--- config.mk ---
export PLATFORM = sky130hd
export DESIGN_NAME = frame_checker_with_crc32_flat
export DESIGN_NICKNAME = d
export VERILOG_FILES = /design/src/rtl/core/fcc_pkg.sv /design/src/rtl/core/fcc_if.sv /design/src/rtl/core/fcc_cfg_regs.sv /design/src/rtl/core/fcc_deframer.sv /design/src/rtl/core/frame_checker_with_crc32.sv /design/src/flat_wrapper.sv
export SDC_FILE = /design/constraint.sdc
export NUM_CORES = 1
export LEC_CHECK = 0
export BUFFER_PORTS_ARGS = -buffer_cell sky130_fd_sc_hd__clkbuf_2
export CAP_MARGIN = 20
export CORE_MARGIN = 4
export CORE_UTILIZATION = 40
export DETAILED_ROUTE_END_ITERATION = 7
export GPL_TIMING_DRIVEN = 0
export PLACE_DENSITY_LB_ADDON = 0.25
export SYNTH_ARGS = -nofsm -noshare
export SYNTH_HDL_FRONTEND = slang
export SYNTH_SLANG_ARGS = --single-unit
--- constraint.sdc ---
create_clock -name clk -period 14.1 [get_ports clk]
set_clock_uncertainty 0.2 [all_clocks]
set_input_delay 1.41 -clock clk [delete_from_list [all_inputs] [get_ports clk]]
set_output_delay 1.41 -clock clk [all_outputs]
set_load 0.01 [all_outputs]
--- src/rtl/core/fcc_pkg.sv ---
`timescale 1ns / 1ps
// Package for the frame checker: constants, codes, config struct and CRC-32 byte update.
// No dependencies.
package fcc_pkg;

  localparam int HEADER_BYTES = 20;
  localparam int CRC_BYTES    = 4;
  localparam int COUNT_W      = 22;
  localparam int LEN_W        = 32;
  localparam int PLEN_W       = 21;
  localparam int PADDR_W      = 4;

  localparam logic [COUNT_W-1:0] COUNT_MAX = {COUNT_W{1'b1}};
  localparam logic [31:0]        CRC_POLY  = 32'hEDB8_8320;
  localparam logic [31:0]        CRC_INIT  = 32'hFFFF_FFFF;

  localparam logic [31:0]        MAGIC_RST   = 32'h0000_0000;
  localparam logic [7:0]         VERSION_RST = 8'd1;
  localparam logic [PLEN_W-1:0]  MAX_PAY_RST = 21'd1048576;

  localparam logic KIND_PAYLOAD = 1'b0;
  localparam logic KIND_STATUS  = 1'b1;

  typedef enum logic [2:0] {
    ST_OK          = 3'd0,
    ST_INCOMPLETE  = 3'd1,
    ST_BAD_MAGIC   = 3'd2,
    ST_BAD_VERSION = 3'd3,
    ST_TOO_LONG    = 3'd4,
    ST_LEN_MISMATCH = 3'd5,
    ST_CRC_MISMATCH = 3'd6
  } status_t;

  typedef enum logic [1:0] {
    HERR_NONE    = 2'd0,
    HERR_MAGIC   = 2'd1,
    HERR_VERSION = 2'd2,
    HERR_LENGTH  = 2'd3
  } herr_t;

  typedef enum logic [1:0] {
    REG_MAGIC   = 2'd0,
    REG_VERSION = 2'd1,
    REG_MAX_PAY = 2'd2
  } reg_idx_t;

  typedef struct packed {
    logic [31:0]       magic_word;
    logic [7:0]        major_version;
    logic [PLEN_W-1:0] max_payload;
  } cfg_t;

  function automatic logic [31:0] crc_byte(input logic [31:0] crc_in, input logic [7:0] b);
    logic [31:0] c;
    c = crc_in ^ {24'd0, b};
    for (int k = 0; k < 8; k++) begin
      c = c[0] ? ((c >> 1) ^ CRC_POLY) : (c >> 1);
    end
    return c;
  endfunction

endpackage

--- src/rtl/core/fcc_if.sv ---
`timescale 1ns / 1ps
// Valid/ready channel interfaces for the frame checker: received bytes in, results out.
// Depends on fcc_pkg for field widths.
interface fcc_in_if;
  logic       valid;
  logic       ready;
  logic [7:0] rx_byte;
  logic       buffer_end;

  modport source (output valid, output rx_byte, output buffer_end, input ready);
  modport sink   (input valid, input rx_byte, input buffer_end, output ready);
endinterface

interface fcc_out_if;
  logic                        valid;
  logic                        ready;
  logic                        kind;
  logic [7:0]                  payload_byte;
  logic [15:0]                 msg_type;
  logic [63:0]                 correlation;
  logic [fcc_pkg::PLEN_W-1:0]  frame_len;
  logic [2:0]                  status;
  logic                        done_res;

  modport source (output valid, output kind, output payload_byte, output msg_type,
                  output correlation, output frame_len, output status,
                  output done_res, input ready);
  modport sink   (input valid, input kind, input payload_byte, input msg_type,
                  input correlation, input frame_len, input status,
                  input done_res, output ready);
endinterface

--- src/rtl/core/fcc_cfg_regs.sv ---
`timescale 1ns / 1ps
// APB-style configuration registers: magic word, major version, max payload.
// Depends on fcc_pkg.
module fcc_cfg_regs (
  input  logic                        clk,
  input  logic                        rst_n,
  input  logic                        psel,
  input  logic                        penable,
  input  logic                        pwrite,
  input  logic [fcc_pkg::PADDR_W-1:0] paddr,
  input  logic [31:0]                 pwdata,
  output logic [31:0]                 prdata,
  output logic                        pready,
  output fcc_pkg::cfg_t               cfg
);
  import fcc_pkg::*;

  cfg_t     cfg_r;
  cfg_t     cfg_nxt;
  reg_idx_t idx;
  logic     wr_en;

  assign pready = 1'b1;
  assign wr_en  = psel & penable & pwrite;
  assign idx    = reg_idx_t'(paddr[PADDR_W-1:2]);
  assign cfg    = cfg_r;

  always_comb begin
    cfg_nxt = cfg_r;
    if (wr_en) begin
      unique case (idx)
        REG_MAGIC:   cfg_nxt.magic_word    = pwdata;
        REG_VERSION: cfg_nxt.major_version = pwdata[7:0];
        REG_MAX_PAY: cfg_nxt.max_payload   = pwdata[PLEN_W-1:0];
        default: ;
      endcase
    end
  end

  always_comb begin
    unique case (idx)
      REG_MAGIC:   prdata = cfg_r.magic_word;
      REG_VERSION: prdata = {24'd0, cfg_r.major_version};
      REG_MAX_PAY: prdata = {{(32-PLEN_W){1'b0}}, cfg_r.max_payload};
      default:     prdata = 32'd0;
    endcase
  end

  always_ff @(posedge clk) begin
    if (!rst_n) begin
      cfg_r.magic_word    <= MAGIC_RST;
      cfg_r.major_version <= VERSION_RST;
      cfg_r.max_payload   <= MAX_PAY_RST;
    end else begin
      cfg_r <= cfg_nxt;
    end
  end

endmodule

--- src/rtl/core/fcc_deframer.sv ---
`timescale 1ns / 1ps
// Deframer datapath: input register, header/payload/CRC state update, result register.
// Depends on fcc_pkg and the channel interfaces in fcc_if.
module fcc_deframer (
  input  logic          clk,
  input  logic          rst_n,
  input  fcc_pkg::cfg_t cfg,
  fcc_in_if.sink        in_if,
  fcc_out_if.source     out_if
);
  import fcc_pkg::*;

  // input stage
  logic       s1_valid_r;
  logic [7:0] s1_byte_r;
  logic       s1_last_r;
  logic       advance;

  // frame state
  logic [COUNT_W-1:0] cnt_r, cnt_nxt;
  logic [31:0]        crc_r, crc_nxt;
  logic [31:0]        rcrc_r, rcrc_nxt;
  logic [15:0]        type_r, type_nxt;
  logic [63:0]        corr_r, corr_nxt;
  logic [LEN_W-1:0]   len_r, len_nxt;
  herr_t              err_r, err_nxt;

  // result register
  logic              out_valid_r;
  logic              kind_r, kind_nxt;
  logic [7:0]        pbyte_r, pbyte_nxt;
  logic [15:0]       mtype_r;
  logic [63:0]       mcorr_r;
  logic [PLEN_W-1:0] plen_r, plen_nxt;
  status_t           st_r, st_nxt;
  logic              has_res;

  assign advance     = s1_valid_r & (~out_valid_r | out_if.ready);
  assign in_if.ready = ~s1_valid_r | advance;

  always_comb begin
    logic [COUNT_W-1:0] idx;
    logic [LEN_W:0]     pay_end;
    logic [LEN_W:0]     idx_ext;
    logic [LEN_W:0]     end_pos;
    logic [1:0]         off;
    logic [7:0]         b;
    logic               is_payload;

    idx        = cnt_r;
    b          = s1_byte_r;
    is_payload = 1'b0;
    crc_nxt    = crc_r;
    rcrc_nxt   = rcrc_r;
    type_nxt   = type_r;
    corr_nxt   = corr_r;
    len_nxt    = len_r;
    err_nxt    = err_r;
    pay_end    = {1'b0, len_r} + (LEN_W+1)'(HEADER_BYTES);
    idx_ext    = (LEN_W+1)'(idx);
    off        = idx[1:0] - pay_end[1:0];

    if (idx < COUNT_W'(HEADER_BYTES)) begin
      crc_nxt = crc_byte(crc_r, b);
      priority if (idx < COUNT_W'(4)) begin
        if (err_r == HERR_NONE && b != cfg.magic_word[{idx[1:0], 3'b000} +: 8])
          err_nxt = HERR_MAGIC;
      end else if (idx == COUNT_W'(4)) begin
        if (err_r == HERR_NONE && b != cfg.major_version)
          err_nxt = HERR_VERSION;
      end else if (idx == COUNT_W'(5)) begin
        err_nxt = err_r;
      end else if (idx < COUNT_W'(8)) begin
        type_nxt[{idx[0], 3'b000} +: 8] = type_r[{idx[0], 3'b000} +: 8] | b;
      end else if (idx < COUNT_W'(16)) begin
        corr_nxt[{idx[2:0], 3'b000} +: 8] = corr_r[{idx[2:0], 3'b000} +: 8] | b;
      end else begin
        len_nxt[{idx[1:0], 3'b000} +: 8] = len_r[{idx[1:0], 3'b000} +: 8] | b;
        if (idx == COUNT_W'(HEADER_BYTES - 1) && err_r == HERR_NONE
            && len_nxt > LEN_W'(cfg.max_payload))
          err_nxt = HERR_LENGTH;
      end
    end else if (err_r == HERR_NONE && idx < COUNT_MAX) begin
      if (idx_ext < pay_end) begin
        crc_nxt    = crc_byte(crc_r, b);
        is_payload = 1'b1;
      end else if (idx_ext < pay_end + (LEN_W+1)'(CRC_BYTES)) begin
        rcrc_nxt[{off, 3'b000} +: 8] = rcrc_r[{off, 3'b000} +: 8] | b;
      end
    end

    cnt_nxt = (cnt_r < COUNT_MAX) ? cnt_r + 1'b1 : cnt_r;

    plen_nxt = (cnt_nxt >= COUNT_W'(HEADER_BYTES) && err_nxt == HERR_NONE) ?
               len_nxt[PLEN_W-1:0] : '0;

    end_pos = {1'b0, len_nxt} + (LEN_W+1)'(HEADER_BYTES + CRC_BYTES);
    priority if (cnt_nxt < COUNT_W'(HEADER_BYTES + CRC_BYTES)) begin
      st_nxt = ST_INCOMPLETE;
    end else if (err_nxt != HERR_NONE) begin
      unique case (err_nxt)
        HERR_MAGIC:   st_nxt = ST_BAD_MAGIC;
        HERR_VERSION: st_nxt = ST_BAD_VERSION;
        default:      st_nxt = ST_TOO_LONG;
      endcase
    end else if ((LEN_W+1)'(cnt_nxt) < end_pos) begin
      st_nxt = ST_INCOMPLETE;
    end else if ((LEN_W+1)'(cnt_nxt) != end_pos) begin
      st_nxt = ST_LEN_MISMATCH;
    end else if ((crc_nxt ^ CRC_INIT) != rcrc_nxt) begin
      st_nxt = ST_CRC_MISMATCH;
    end else begin
      st_nxt = ST_OK;
    end

    if (s1_last_r) begin
      kind_nxt  = KIND_STATUS;
      pbyte_nxt = 8'd0;
    end else begin
      kind_nxt  = KIND_PAYLOAD;
      pbyte_nxt = b;
      st_nxt    = ST_OK;
    end
    has_res = s1_last_r | is_payload;
  end

  always_ff @(posedge clk) begin
    if (!rst_n) begin
      s1_valid_r <= 1'b0;
    end else if (in_if.ready) begin
      s1_valid_r <= in_if.valid;
    end
  end

  always_ff @(posedge clk) begin
    if (in_if.ready && in_if.valid) begin
      s1_byte_r <= in_if.rx_byte;
      s1_last_r <= in_if.buffer_end;
    end
  end

  always_ff @(posedge clk) begin
    if (!rst_n) begin
      cnt_r  <= '0;
      crc_r  <= CRC_INIT;
      rcrc_r <= '0;
      type_r <= '0;
      corr_r <= '0;
      len_r  <= '0;
      err_r  <= HERR_NONE;
    end else if (advance) begin
      if (s1_last_r) begin
        cnt_r  <= '0;
        crc_r  <= CRC_INIT;
        rcrc_r <= '0;
        type_r <= '0;
        corr_r <= '0;
        len_r  <= '0;
        err_r  <= HERR_NONE;
      end else begin
        cnt_r  <= cnt_nxt;
        crc_r  <= crc_nxt;
        rcrc_r <= rcrc_nxt;
        type_r <= type_nxt;
        corr_r <= corr_nxt;
        len_r  <= len_nxt;
        err_r  <= err_nxt;
      end
    end
  end

  always_ff @(posedge clk) begin
    if (!rst_n) begin
      out_valid_r <= 1'b0;
    end else if (advance) begin
      out_valid_r <= has_res;
    end else if (out_if.ready) begin
      out_valid_r <= 1'b0;
    end
  end

  always_ff @(posedge clk) begin
    if (advance && has_res) begin
      kind_r  <= kind_nxt;
      pbyte_r <= pbyte_nxt;
      mtype_r <= type_nxt;
      mcorr_r <= corr_nxt;
      plen_r  <= plen_nxt;
      st_r    <= st_nxt;
    end
  end

  assign out_if.valid        = out_valid_r;
  assign out_if.kind         = kind_r;
  assign out_if.payload_byte = pbyte_r;
  assign out_if.msg_type     = mtype_r;
  assign out_if.correlation  = mcorr_r;
  assign out_if.frame_len    = plen_r;
  assign out_if.status       = st_r;
  assign out_if.done_res     = kind_r;

endmodule

--- src/rtl/core/frame_checker_with_crc32.sv ---
`timescale 1ns / 1ps
// Frame checker top level: length-prefixed frame deframer with CRC-32 check.
// Depends on fcc_pkg, fcc_if, fcc_cfg_regs and fcc_deframer.
//
// Usage:
//   in_if carries one received byte per word; buffer_end marks the last byte.
//   out_if gives payload bytes (kind 0) as they arrive, and one status word
//   (kind 1, done_res 1) on the last byte, with the header fields.
//   Configuration (magic, major version, max payload) is written over the
//   APB-style port at byte addresses 0, 4 and 8 while no frame is in flight.
// Timing:
//   One byte per cycle sustained while out_if.ready is high. The byte enters
//   the input register when accepted, and the result register loads from it
//   when the result is offered; the CRC-32 byte update and header checks sit between.
// Reset:
//   rst_n low clears frame state and the valid flags of both pipeline
//   registers, and restores the configuration registers to their defaults.
// Stall:
//   When out_if.ready is low with a result waiting, the input register holds
//   one more byte and then in_if.ready drops until the result is taken.
module frame_checker_with_crc32 (
  input  logic                        clk,
  input  logic                        rst_n,
  fcc_in_if.sink                      in_if,
  fcc_out_if.source                   out_if,
  input  logic                        psel,
  input  logic                        penable,
  input  logic                        pwrite,
  input  logic [fcc_pkg::PADDR_W-1:0] paddr,
  input  logic [31:0]                 pwdata,
  output logic [31:0]                 prdata,
  output logic                        pready
);
  import fcc_pkg::*;

  cfg_t cfg;

  fcc_cfg_regs u_cfg (
    .clk     (clk),
    .rst_n   (rst_n),
    .psel    (psel),
    .penable (penable),
    .pwrite  (pwrite),
    .paddr   (paddr),
    .pwdata  (pwdata),
    .prdata  (prdata),
    .pready  (pready),
    .cfg     (cfg)
  );

  fcc_deframer u_deframer (
    .clk    (clk),
    .rst_n  (rst_n),
    .cfg    (cfg),
    .in_if  (in_if),
    .out_if (out_if)
  );

`ifndef ASSERT_OFF
  a_payload_ok: assert property (@(posedge clk) disable iff (!rst_n)
    (out_if.valid && out_if.kind == KIND_PAYLOAD) |->
      (out_if.status == ST_OK && !out_if.done_res))
    else $error("payload word carries status");

  a_stall_only: assert property (@(posedge clk) disable iff (!rst_n)
    !in_if.ready |-> (out_if.valid && !out_if.ready))
    else $error("input stalled without output backpressure");

  a_hdr_err_len: assert property (@(posedge clk) disable iff (!rst_n)
    (out_if.valid && out_if.kind == KIND_STATUS &&
     (out_if.status == ST_BAD_MAGIC || out_if.status == ST_BAD_VERSION ||
      out_if.status == ST_TOO_LONG)) |-> (out_if.frame_len == '0))
    else $error("length reported on header error");

  a_reset_idle: assert property (@(posedge clk)
    !rst_n |=> !out_if.valid)
    else $error("output valid after reset");
`endif

endmodule
--- src/flat_wrapper.sv ---
// flat-port wrapper written by rule: the top's interface ports become plain ports
module frame_checker_with_crc32_flat import fcc_pkg::*;
  (clk, rst_n, psel, penable, pwrite, paddr, pwdata, prdata, pready, in_if_valid, in_if_rx_byte, in_if_buffer_end, in_if_ready, out_if_valid, out_if_kind, out_if_payload_byte, out_if_msg_type, out_if_correlation, out_if_frame_len, out_if_status, out_if_done_res, out_if_ready);
  fcc_in_if in_if_i ();
  fcc_out_if out_if_i ();
  input  logic clk;
  input  logic rst_n;
  input  logic psel;
  input  logic penable;
  input  logic pwrite;
  input  logic [fcc_pkg::PADDR_W-1:0] paddr;
  input  logic [31:0] pwdata;
  output logic [31:0] prdata;
  output logic pready;
  input wire logic [$bits(in_if_i.valid)-1:0] in_if_valid;
  input wire logic [$bits(in_if_i.rx_byte)-1:0] in_if_rx_byte;
  input wire logic [$bits(in_if_i.buffer_end)-1:0] in_if_buffer_end;
  output wire logic [$bits(in_if_i.ready)-1:0] in_if_ready;
  output wire logic [$bits(out_if_i.valid)-1:0] out_if_valid;
  output wire logic [$bits(out_if_i.kind)-1:0] out_if_kind;
  output wire logic [$bits(out_if_i.payload_byte)-1:0] out_if_payload_byte;
  output wire logic [$bits(out_if_i.msg_type)-1:0] out_if_msg_type;
  output wire logic [$bits(out_if_i.correlation)-1:0] out_if_correlation;
  output wire logic [$bits(out_if_i.frame_len)-1:0] out_if_frame_len;
  output wire logic [$bits(out_if_i.status)-1:0] out_if_status;
  output wire logic [$bits(out_if_i.done_res)-1:0] out_if_done_res;
  input wire logic [$bits(out_if_i.ready)-1:0] out_if_ready;
  assign in_if_i.valid = in_if_valid;
  assign in_if_i.rx_byte = in_if_rx_byte;
  assign in_if_i.buffer_end = in_if_buffer_end;
  assign in_if_ready = in_if_i.ready;
  assign out_if_valid = out_if_i.valid;
  assign out_if_kind = out_if_i.kind;
  assign out_if_payload_byte = out_if_i.payload_byte;
  assign out_if_msg_type = out_if_i.msg_type;
  assign out_if_correlation = out_if_i.correlation;
  assign out_if_frame_len = out_if_i.frame_len;
  assign out_if_status = out_if_i.status;
  assign out_if_done_res = out_if_i.done_res;
  assign out_if_i.ready = out_if_ready;
  frame_checker_with_crc32 u_core (.clk(clk), .rst_n(rst_n), .in_if(in_if_i), .out_if(out_if_i), .psel(psel), .penable(penable), .pwrite(pwrite), .paddr(paddr), .pwdata(pwdata), .prdata(prdata), .pready(pready));
endmodule
Word-level counts from Yosys, hierarchy flattened
Cells that the tools add are included.

operators by class
  $mul = 0
  $add $sub $neg = 9
  magnitude comparators = 11
  bitwise logic cells = 23
  reduce and logical (&&, ||, !) cells = 17
  div/mod/pow operators = 0
  multiplexer cells = 66
  equality and inequality tests = 11
  shift-type cells = 13

operators with widths
  kind                                                   number
  two-way mux 32 bit                                     24
  two-way mux 64 bit                                     7
  inverter 13 -> 14 bit                                  8
  < comparator 22 x 33 -> 1 bit                          3
  two-way mux 16 bit                                     6
  case mux 32 bit (3 select lines)                       1
  indexed part select 32 x 6 -> 8 bit                    3
  adder 32 x 5 -> 33 bit (second input constant)         2
  < comparator 22 x 5 -> 1 bit (second input constant)   3
  bitwise mux 32 bit                                     2
  bitwise mux 64 bit                                     1
  variable shift 8 x 7 -> 32 bit (first input constant)  2
  variable shift 8 x 8 -> 64 bit (first input constant)  1
  indexed part select 64 x 7 -> 8 bit                    1
  indexed part select 8 x 7 -> 32 bit                    2
  indexed part select 8 x 8 -> 64 bit                    1
  == test 22 x 3 -> 1 bit (second input constant)        2
  two-way mux 22 bit                                     2
  adder 33 x 3 -> 33 bit (second input constant)         1
  != test 22 x 33 -> 1 bit                               1
  greater-than comparator 32 x 21 -> 1 bit               1
  != test 32 bit                                         1
  inverter 32 bit                                        1
  OR 8 bit                                               4
  other kinds (30)                                       70

storage, ports and cells
  output and inout port bits = 149
  input port bits = 52
  bits in latches = 0
  memories = 0
  RAM bits = 0
  register bits after elaboration = 385
  ROM bits = 0
  word-level logic and storage cells = 171

Longest topological paths before layout
  depth after elaboration = 27
  gate-level depth with buffers = 30
  mapped depth without buffers = 26

By module
From an unflattened synthesis, not the netlist that was laid out.

unflattened totals
  cells, all modules = 2,665
  area, all modules = 24,594.8 µm²

modules (own cells, without submodules)
  module        times used  seq. area each (µm²)  area an instance (µm²)  cells an instance
  fcc_deframer  1           7,707.4               21,733.3                2,354
  fcc_cfg_regs  1           1,221.2               2,861.5                 311

Least setup slack after synthesis
No wires, ideal clock.

  path kind = reg-to-reg
  from = register u_core.u_deframer.len_r[2]
  to = register u_core.u_deframer.mcorr_r[0] (netlist: u_core.u_deframer.out_if.correlation[0]), enable pin
  required time = 13,313 ps
  path buffers = 1
  clock period less this slack = 8,314 ps
  cell stages (with the launch flop) = 15
  setup slack = 5,786 ps
  setup time = 587 ps
  data arrival time = 7,526 ps
  cells stage by stage = dfxtp_1 ha_1 buf_2 o211ai_4 or4_1 or4_1 and2_1 ha_1 o21ai_0 nand2b_1 a211oi_1 o21ai_0 nand4b_1 a21oi_1 nor2_1

on the way
  longest elaborated chain between the ends = 7

RTL lines
  what                           RTL line             text
  start: declaration             fcc_deframer.sv:25   logic [LEN_W-1:0] len_r, len_nxt;
  start signal: assignment       fcc_deframer.sv:166  len_r <= len_nxt;
  adder 32 x 5 -> 33 bit         fcc_deframer.sv:59   pay_end = {1'b0, len_r} + (LEN_W+1)'(HEADER_BYTES);
  < comparator 22 x 33 -> 1 bit  fcc_deframer.sv:84   if (idx_ext < pay_end) begin
  two-way mux 1 bit              fcc_deframer.sv:84
  two-way mux 1 bit              fcc_deframer.sv:83   end else if (err_r == HERR_NONE && idx < COUNT_MAX) begin
  two-way mux 1 bit              fcc_deframer.sv:63   if (idx < COUNT_W'(HEADER_BYTES)) begin
  OR 1 bit                       fcc_deframer.sv:124  has_res = s1_last_r | is_payload;
  logical AND 1 bit              fcc_deframer.sv:183  if (advance && has_res) begin
  end signal: assignment         fcc_deframer.sv:187  mcorr_r <= corr_nxt;
  end: declaration               fcc_deframer.sv:33   logic [63:0] mcorr_r;

Every way passes these cells.
A chain may end at the register's enable or synchronous reset.

Worst setup path in the final report
  from = register u_core.u_deframer.cnt_r[1]
  to = register u_core.u_deframer.st_r[1] (netlist: u_core.u_deframer.out_if.status[1]) (data pin)

on the way
  elaborated cells between the ends (all ways) = 68
  classes of those cells = add/sub: 5; order compare: 10; eq/ne: 8; shift: 7; mux: 29; bitwise: 3; reduce/logical: 6

RTL lines
  what                                                                   RTL line             text
  start: declaration                                                     fcc_deframer.sv:20   logic [COUNT_W-1:0] cnt_r, cnt_nxt;
  start signal: assignment                                               fcc_deframer.sv:161  cnt_r <= cnt_nxt;
  indexed part select 32 x 6 -> 8 bit                                    fcc_deframer.sv:78   len_nxt[{idx[1:0], 3'b000} +: 8] = len_r[{idx[1:0], 3'b000} +: 8] | b;
  OR 8 bit                                                               fcc_deframer.sv:78
  indexed part select 8 x 7 -> 32 bit                                    fcc_deframer.sv:78
  bitwise mux 32 bit                                                     fcc_deframer.sv:78
  two-way mux 32 bit                                                     fcc_deframer.sv:75   end else if (idx < COUNT_W'(16)) begin
  two-way mux 32 bit                                                     fcc_deframer.sv:73   end else if (idx < COUNT_W'(8)) begin
  two-way mux 32 bit                                                     fcc_deframer.sv:71   end else if (idx == COUNT_W'(5)) begin
  two-way mux 32 bit                                                     fcc_deframer.sv:68   end else if (idx == COUNT_W'(4)) begin
  two-way mux 32 bit                                                     fcc_deframer.sv:65   priority if (idx < COUNT_W'(4)) begin
  two-way mux 32 bit *                                                   fcc_deframer.sv:63
  net u_core.u_deframer.len_nxt[3]                                       fcc_deframer.sv:25
  adder 32 x 5 -> 33 bit *                                               fcc_deframer.sv:97   end_pos = {1'b0, len_nxt} + (LEN_W+1)'(HEADER_BYTES + CRC_BYTES);
  branches (longest 2 deep; another with < comparator 22 x 33 -> 1 bit)  --
  two-way mux 3 bit *                                                    fcc_deframer.sv:106  end else if ((LEN_W+1)'(cnt_nxt) < end_pos) begin
  two-way mux 3 bit *                                                    fcc_deframer.sv:100  end else if (err_nxt != HERR_NONE) begin
  end signal: assignment                                                 fcc_deframer.sv:189  st_r <= st_nxt;
  end: declaration                                                       fcc_deframer.sv:35   status_t st_r, st_nxt;

Mark *: on every way through the listed nets, which the timed path passes.

==> summary.txt <==
Timing
  – Final setup violation count: 0
  – Period utilization: 0.718
  – Hold Vio Cnt, Final: 0
  – FMAX: approximately 0.099 GHz
  – Final min period: approximately 10 ns
  – Post-Route Setup TNS: 0 ns
  – RSZ-0062 raised after global routing: no
  – Slew HR: 0.249
  – Least-Margin Pin Slew: roughly 1.1 ns
  – Final Max Tran Viols: 0

CTS
  – Post-CTS resize count: 0
  – Post-CTS setup buffer count: 0
  – Clock buffer depth: 3
  – CTS tree: built
  – Hold_buf cts: 0
  – CTS Buf Count: 43
  – Root Driver: clkbuf_16
  – Clock slew at reported path FFs: roughly 0.06 ns
  – Clock Sink Count: slightly below 400
  – CTS H-tree depth: 2
  – Clock Latency Late Sink: a little under 0.6 ns

GRT
  – Pin count of the biggest net entering global routing: 34
  – Vias in the first global route: 21,000
  – Global Route Usage Sum: 0.280
  – Initial antenna violation count: 1
  – First-pass GRT wire length: roughly 140,000 µm
  – Global route total overflow: 0

Power and ir drop
  – Maximum vdd drop: 0.0973 mV
  – Pwr dens: 98.2 nW/µm²
  – Comb power frac: 0.135
  – P_sw: ~740 µW
  – Clock power share: 0.435
  – Switching Fraction: 0.271
  – P_int: around 2.0 mW
  – Pwr Total: about 2.7 mW
  – Seq pwr share: 0.430
  – Leak: roughly 10 nW

Worst setup path
  – R2r startpoint: u_core.u_deframer.cnt_r[1]
  – WS Path Type: flop to flop
  – Crit-path max FO: 10
  – CP arrival: ~10 ns
  – Required @ worst endpoint: roughly 14 ns
  – Largest stage delay on the critical path: approximately 0.73 ns
  – Reg2reg setup slack: between 3 and 4 ns
  – Startpoint Class: flop
  – R2R cell count: 25
  – CP top delay family: buffers and inverters
  – CP endpoint kind: flop
  – Critical R2R Capture: u_core.u_deframer.out_if.status[1]
  – Buffer and inverter count on the worst path: 7
  – CP max stage cell: clkbuf_1

Outcome
  – Status: finished, final reports clean

Yosys
  – Top-area cell type share of the netlist area: 0.219
  – Yosys reg bits: 385
  – Synth Area in XOR/XNOR: 0.0747
  – Syn avg cell area: approximately 9.2 µm²
  – Yosys warns: 0
  – Cell Area, Synth: 24,000 µm²
  – Count leader, synth: dfxtp_1
  – Main combinational cell family by area after synthesis: simple AND/OR/NAND/NOR gates
  – Area contributors post-synth: dfxtp_1 (22%), edfxtp_1 (15%), xnor2_1 (5.5%), ha_1 (5.3%), a22oi_1 (4.2%)
  – Post-synthesis mux area share: 0.0871
  – Synth cell types: 92
  – Ys async rst share: 0
  – Adder and majority cell fraction of the synthesized area: 0.0531
  – Yosys top cell by area: dfxtp_1
  – Post-synthesis sequential area ratio: 0.371
  – EDFF count, synth: between 100 and 150
  – Simple-gate share of the synthesized area: 0.207
  – Ys flop type: dfxtp_1
  – Post-Synthesis Cells: 2,624
  – Synth Area in Compound Gates: 0.168
  – Leading cell types by count after synthesis: dfxtp_1 (263), nand2_1 (253), nor2_1 (220)
  – Syn Nets: 2,778

Layout
  – Finished Core Util: 0.467
  – Final nets: just over 3,000
  – Share of layout cells above drive strength 1: 0.145
  – Area Overhead vs Synth: 15.0%
  – Fillers: roughly 5,800
  – Finished Cell Area: ~28,000 µm²
  – # diodes: 0

Floorplanning
  – Die width: 253 µm
  – Row count: 89
  – Die Area: ~64,000 µm²
  – Die Ht: approximately 250 µm
  – Core ar.: around 59,000 µm²
  – Initial Utilization: 0.406
  – Io pins: 201

Drt
  – Drt drc: 0
  – Total number of vias: around 22,000
  – First-pass DRT Iterations: 6
  – WL final: just over 90,000 µm
  – Routed Antenna Nets: 0
  – Vias per std cell: 5.92
  – Initial DRC count: 2,393
  – Mean routed wirelength per cell: approximately 25 µm

Placed design
  – Detailed placer's ending HPWL: about 73,000 µm
  – # port buffers: approximately 190
  – RePlAce Congestion: about 1
  – Dpl cell area: 26,200 µm²

Min path
  – Start point of the worst hold path: u_core.u_deframer.err_r[1]
  – Hold Crit Class: flop to flop
  – Hold Path End: u_core.u_deframer.err_r[1]
  – WHS Path Cells: 2

Run
  – Max_cap viols: 0
[layout by cell type (no fill, tap or decap), types with 54 or more instances in the layout]
cell / instances
a21oi_1: 75
ha_1: 102
xnor2_1: 149
nand2_1: 253
a22oi_1: 133
and2_1: 74
edfxtp_1: 122
clkbuf_1: 148
o21ai_0: 95
clkbuf_2: 194
dfxtp_1: 263
a21boi_0: 54
nor2b_1: 142
mux2i_1: 63
inv_1: 55
nor2_1: 219
[worst max path at each step]
stage	from	end	slack [ns]	cells after the start
2_1_floorplan	u_core.u_deframer.len_r[2]	u_core.u_deframer.out_if.correlation[0]	5.79	14
6_report	u_core.u_deframer.cnt_r[1]	u_core.u_deframer.out_if.status[1]	3.97	25
4_1_cts	u_core.u_deframer.cnt_r[1]	u_core.u_deframer.out_if.status[1]	4.25	24
3_5_place_dp	u_core.u_deframer.cnt_r[1]	u_core.u_deframer.out_if.status[1]	4.27	24
5_1_grt	u_core.u_deframer.cnt_r[1]	u_core.u_deframer.out_if.status[1]	3.82	25
3_3_place_gp	u_core.u_deframer.len_r[2]	u_core.u_deframer.out_if.correlation[15]	2.71	16
[layer usage]
metal	vias to the layer above	track usage	wire [µm]
met1	10700	0.377	39300
li1	9944	-	-
met3	172	0.0467	7040
met4	0	0.0920	3430
met5	-	0	0
met2	1000	0.461	43300
[worst reg2reg max path, delay by kind of cell, from the launching register on]
| kind | cells | cell delay, ns |
|---|---|---|
| AOI/OAI and AO/OA | 7 | 1.96 |
| and+or+nand+nor | 7 | 2.74 |
| adders and majority gates | 3 | 1.01 |
| DFF | 1 | 0.44 |
| xor gates and xnor gates | 1 | 0.17 |
| buffers and inverters | 7 | 3.29 |
[cells by family (layout without fill, tap and decap cells)]
logic type,Yosys count,in the layout
DFF,385,385
xor gates and xnor gates,203,203
muxes,153,153
and+or+nand+nor,973,973
buffers and inverters,234,519
other,1,1
AOI/OAI and AO/OA,573,573
adders and majority gates,102,102
[registers in the layout, indices dropped and copies added (netlist names)]
| name | count |
|---|---|
| u_core.u_deframer.rcrc_r | 32 |
| u_core.u_deframer.out_if.correlation | 64 |
| u_core.u_deframer.crc_r | 32 |
| u_core.u_deframer.s1_valid_r | 1 |
| u_core.u_deframer.len_r | 32 |
| u_core.u_deframer.cnt_r | 22 |
| u_core.u_deframer.s1_last_r | 1 |
| u_core.u_deframer.out_if.status | 3 |
| u_core.u_deframer.out_if.payload_byte | 8 |
| u_core.u_deframer.out_if.valid | 1 |
| u_core.u_deframer.corr_r | 64 |
| u_core.u_deframer.s1_byte_r | 8 |
| u_core.u_deframer.out_if.frame_len | 21 |
| u_core.u_deframer.out_if.done_res | 1 |
| u_core.u_deframer.type_r | 16 |
| u_core.u_cfg.cfg | 61 |
| u_core.u_deframer.err_r | 2 |
| u_core.u_deframer.out_if.msg_type | 16 |
[through the flow]
step / hold slack [ns] / setup slack (ns) / instances
floorplan: 0.249 / 5.79 / 2624
global placement: 0.266 / 2.71 / 3591
detailed placement: 0.273 / 4.27 / 3602
CTS: 0.282 / 4.25 / 3681
global route: 0.317 / 3.82 / 3682
finish: 0.291 / 3.97 / 3682
[cell type report]
type	count	area, µm²	area share
Multi-Input combinational cell	2005	14200	0.514
Sequential cell	385	8930	0.323
Timing Repair Buffer	206	1180	0.0427
Clock buffer	48	1110	0.0403
Tap cell	773	967	0.0350
Buffer	177	702	0.0254
Clock inverter	31	340	0.0123
Inverter	57	214	0.00774
[power by group through the flow]
| stage | sequential (mW) | combinational [mW] | clock [mW] |
|---|---|---|---|
| after floorplan | 1.19 | 0.239 | 0 |
| after detailed placement | 1.19 | 0.360 | 0 |
| final | 1.17 | 0.367 | 1.18 |
| after global placement | 1.19 | 0.352 | 0 |
| after global routing | 1.17 | 0.391 | 1.24 |
| after CTS | 1.17 | 0.362 | 1.20 |
No activity file was read; power rests on OpenSTA's default activity.
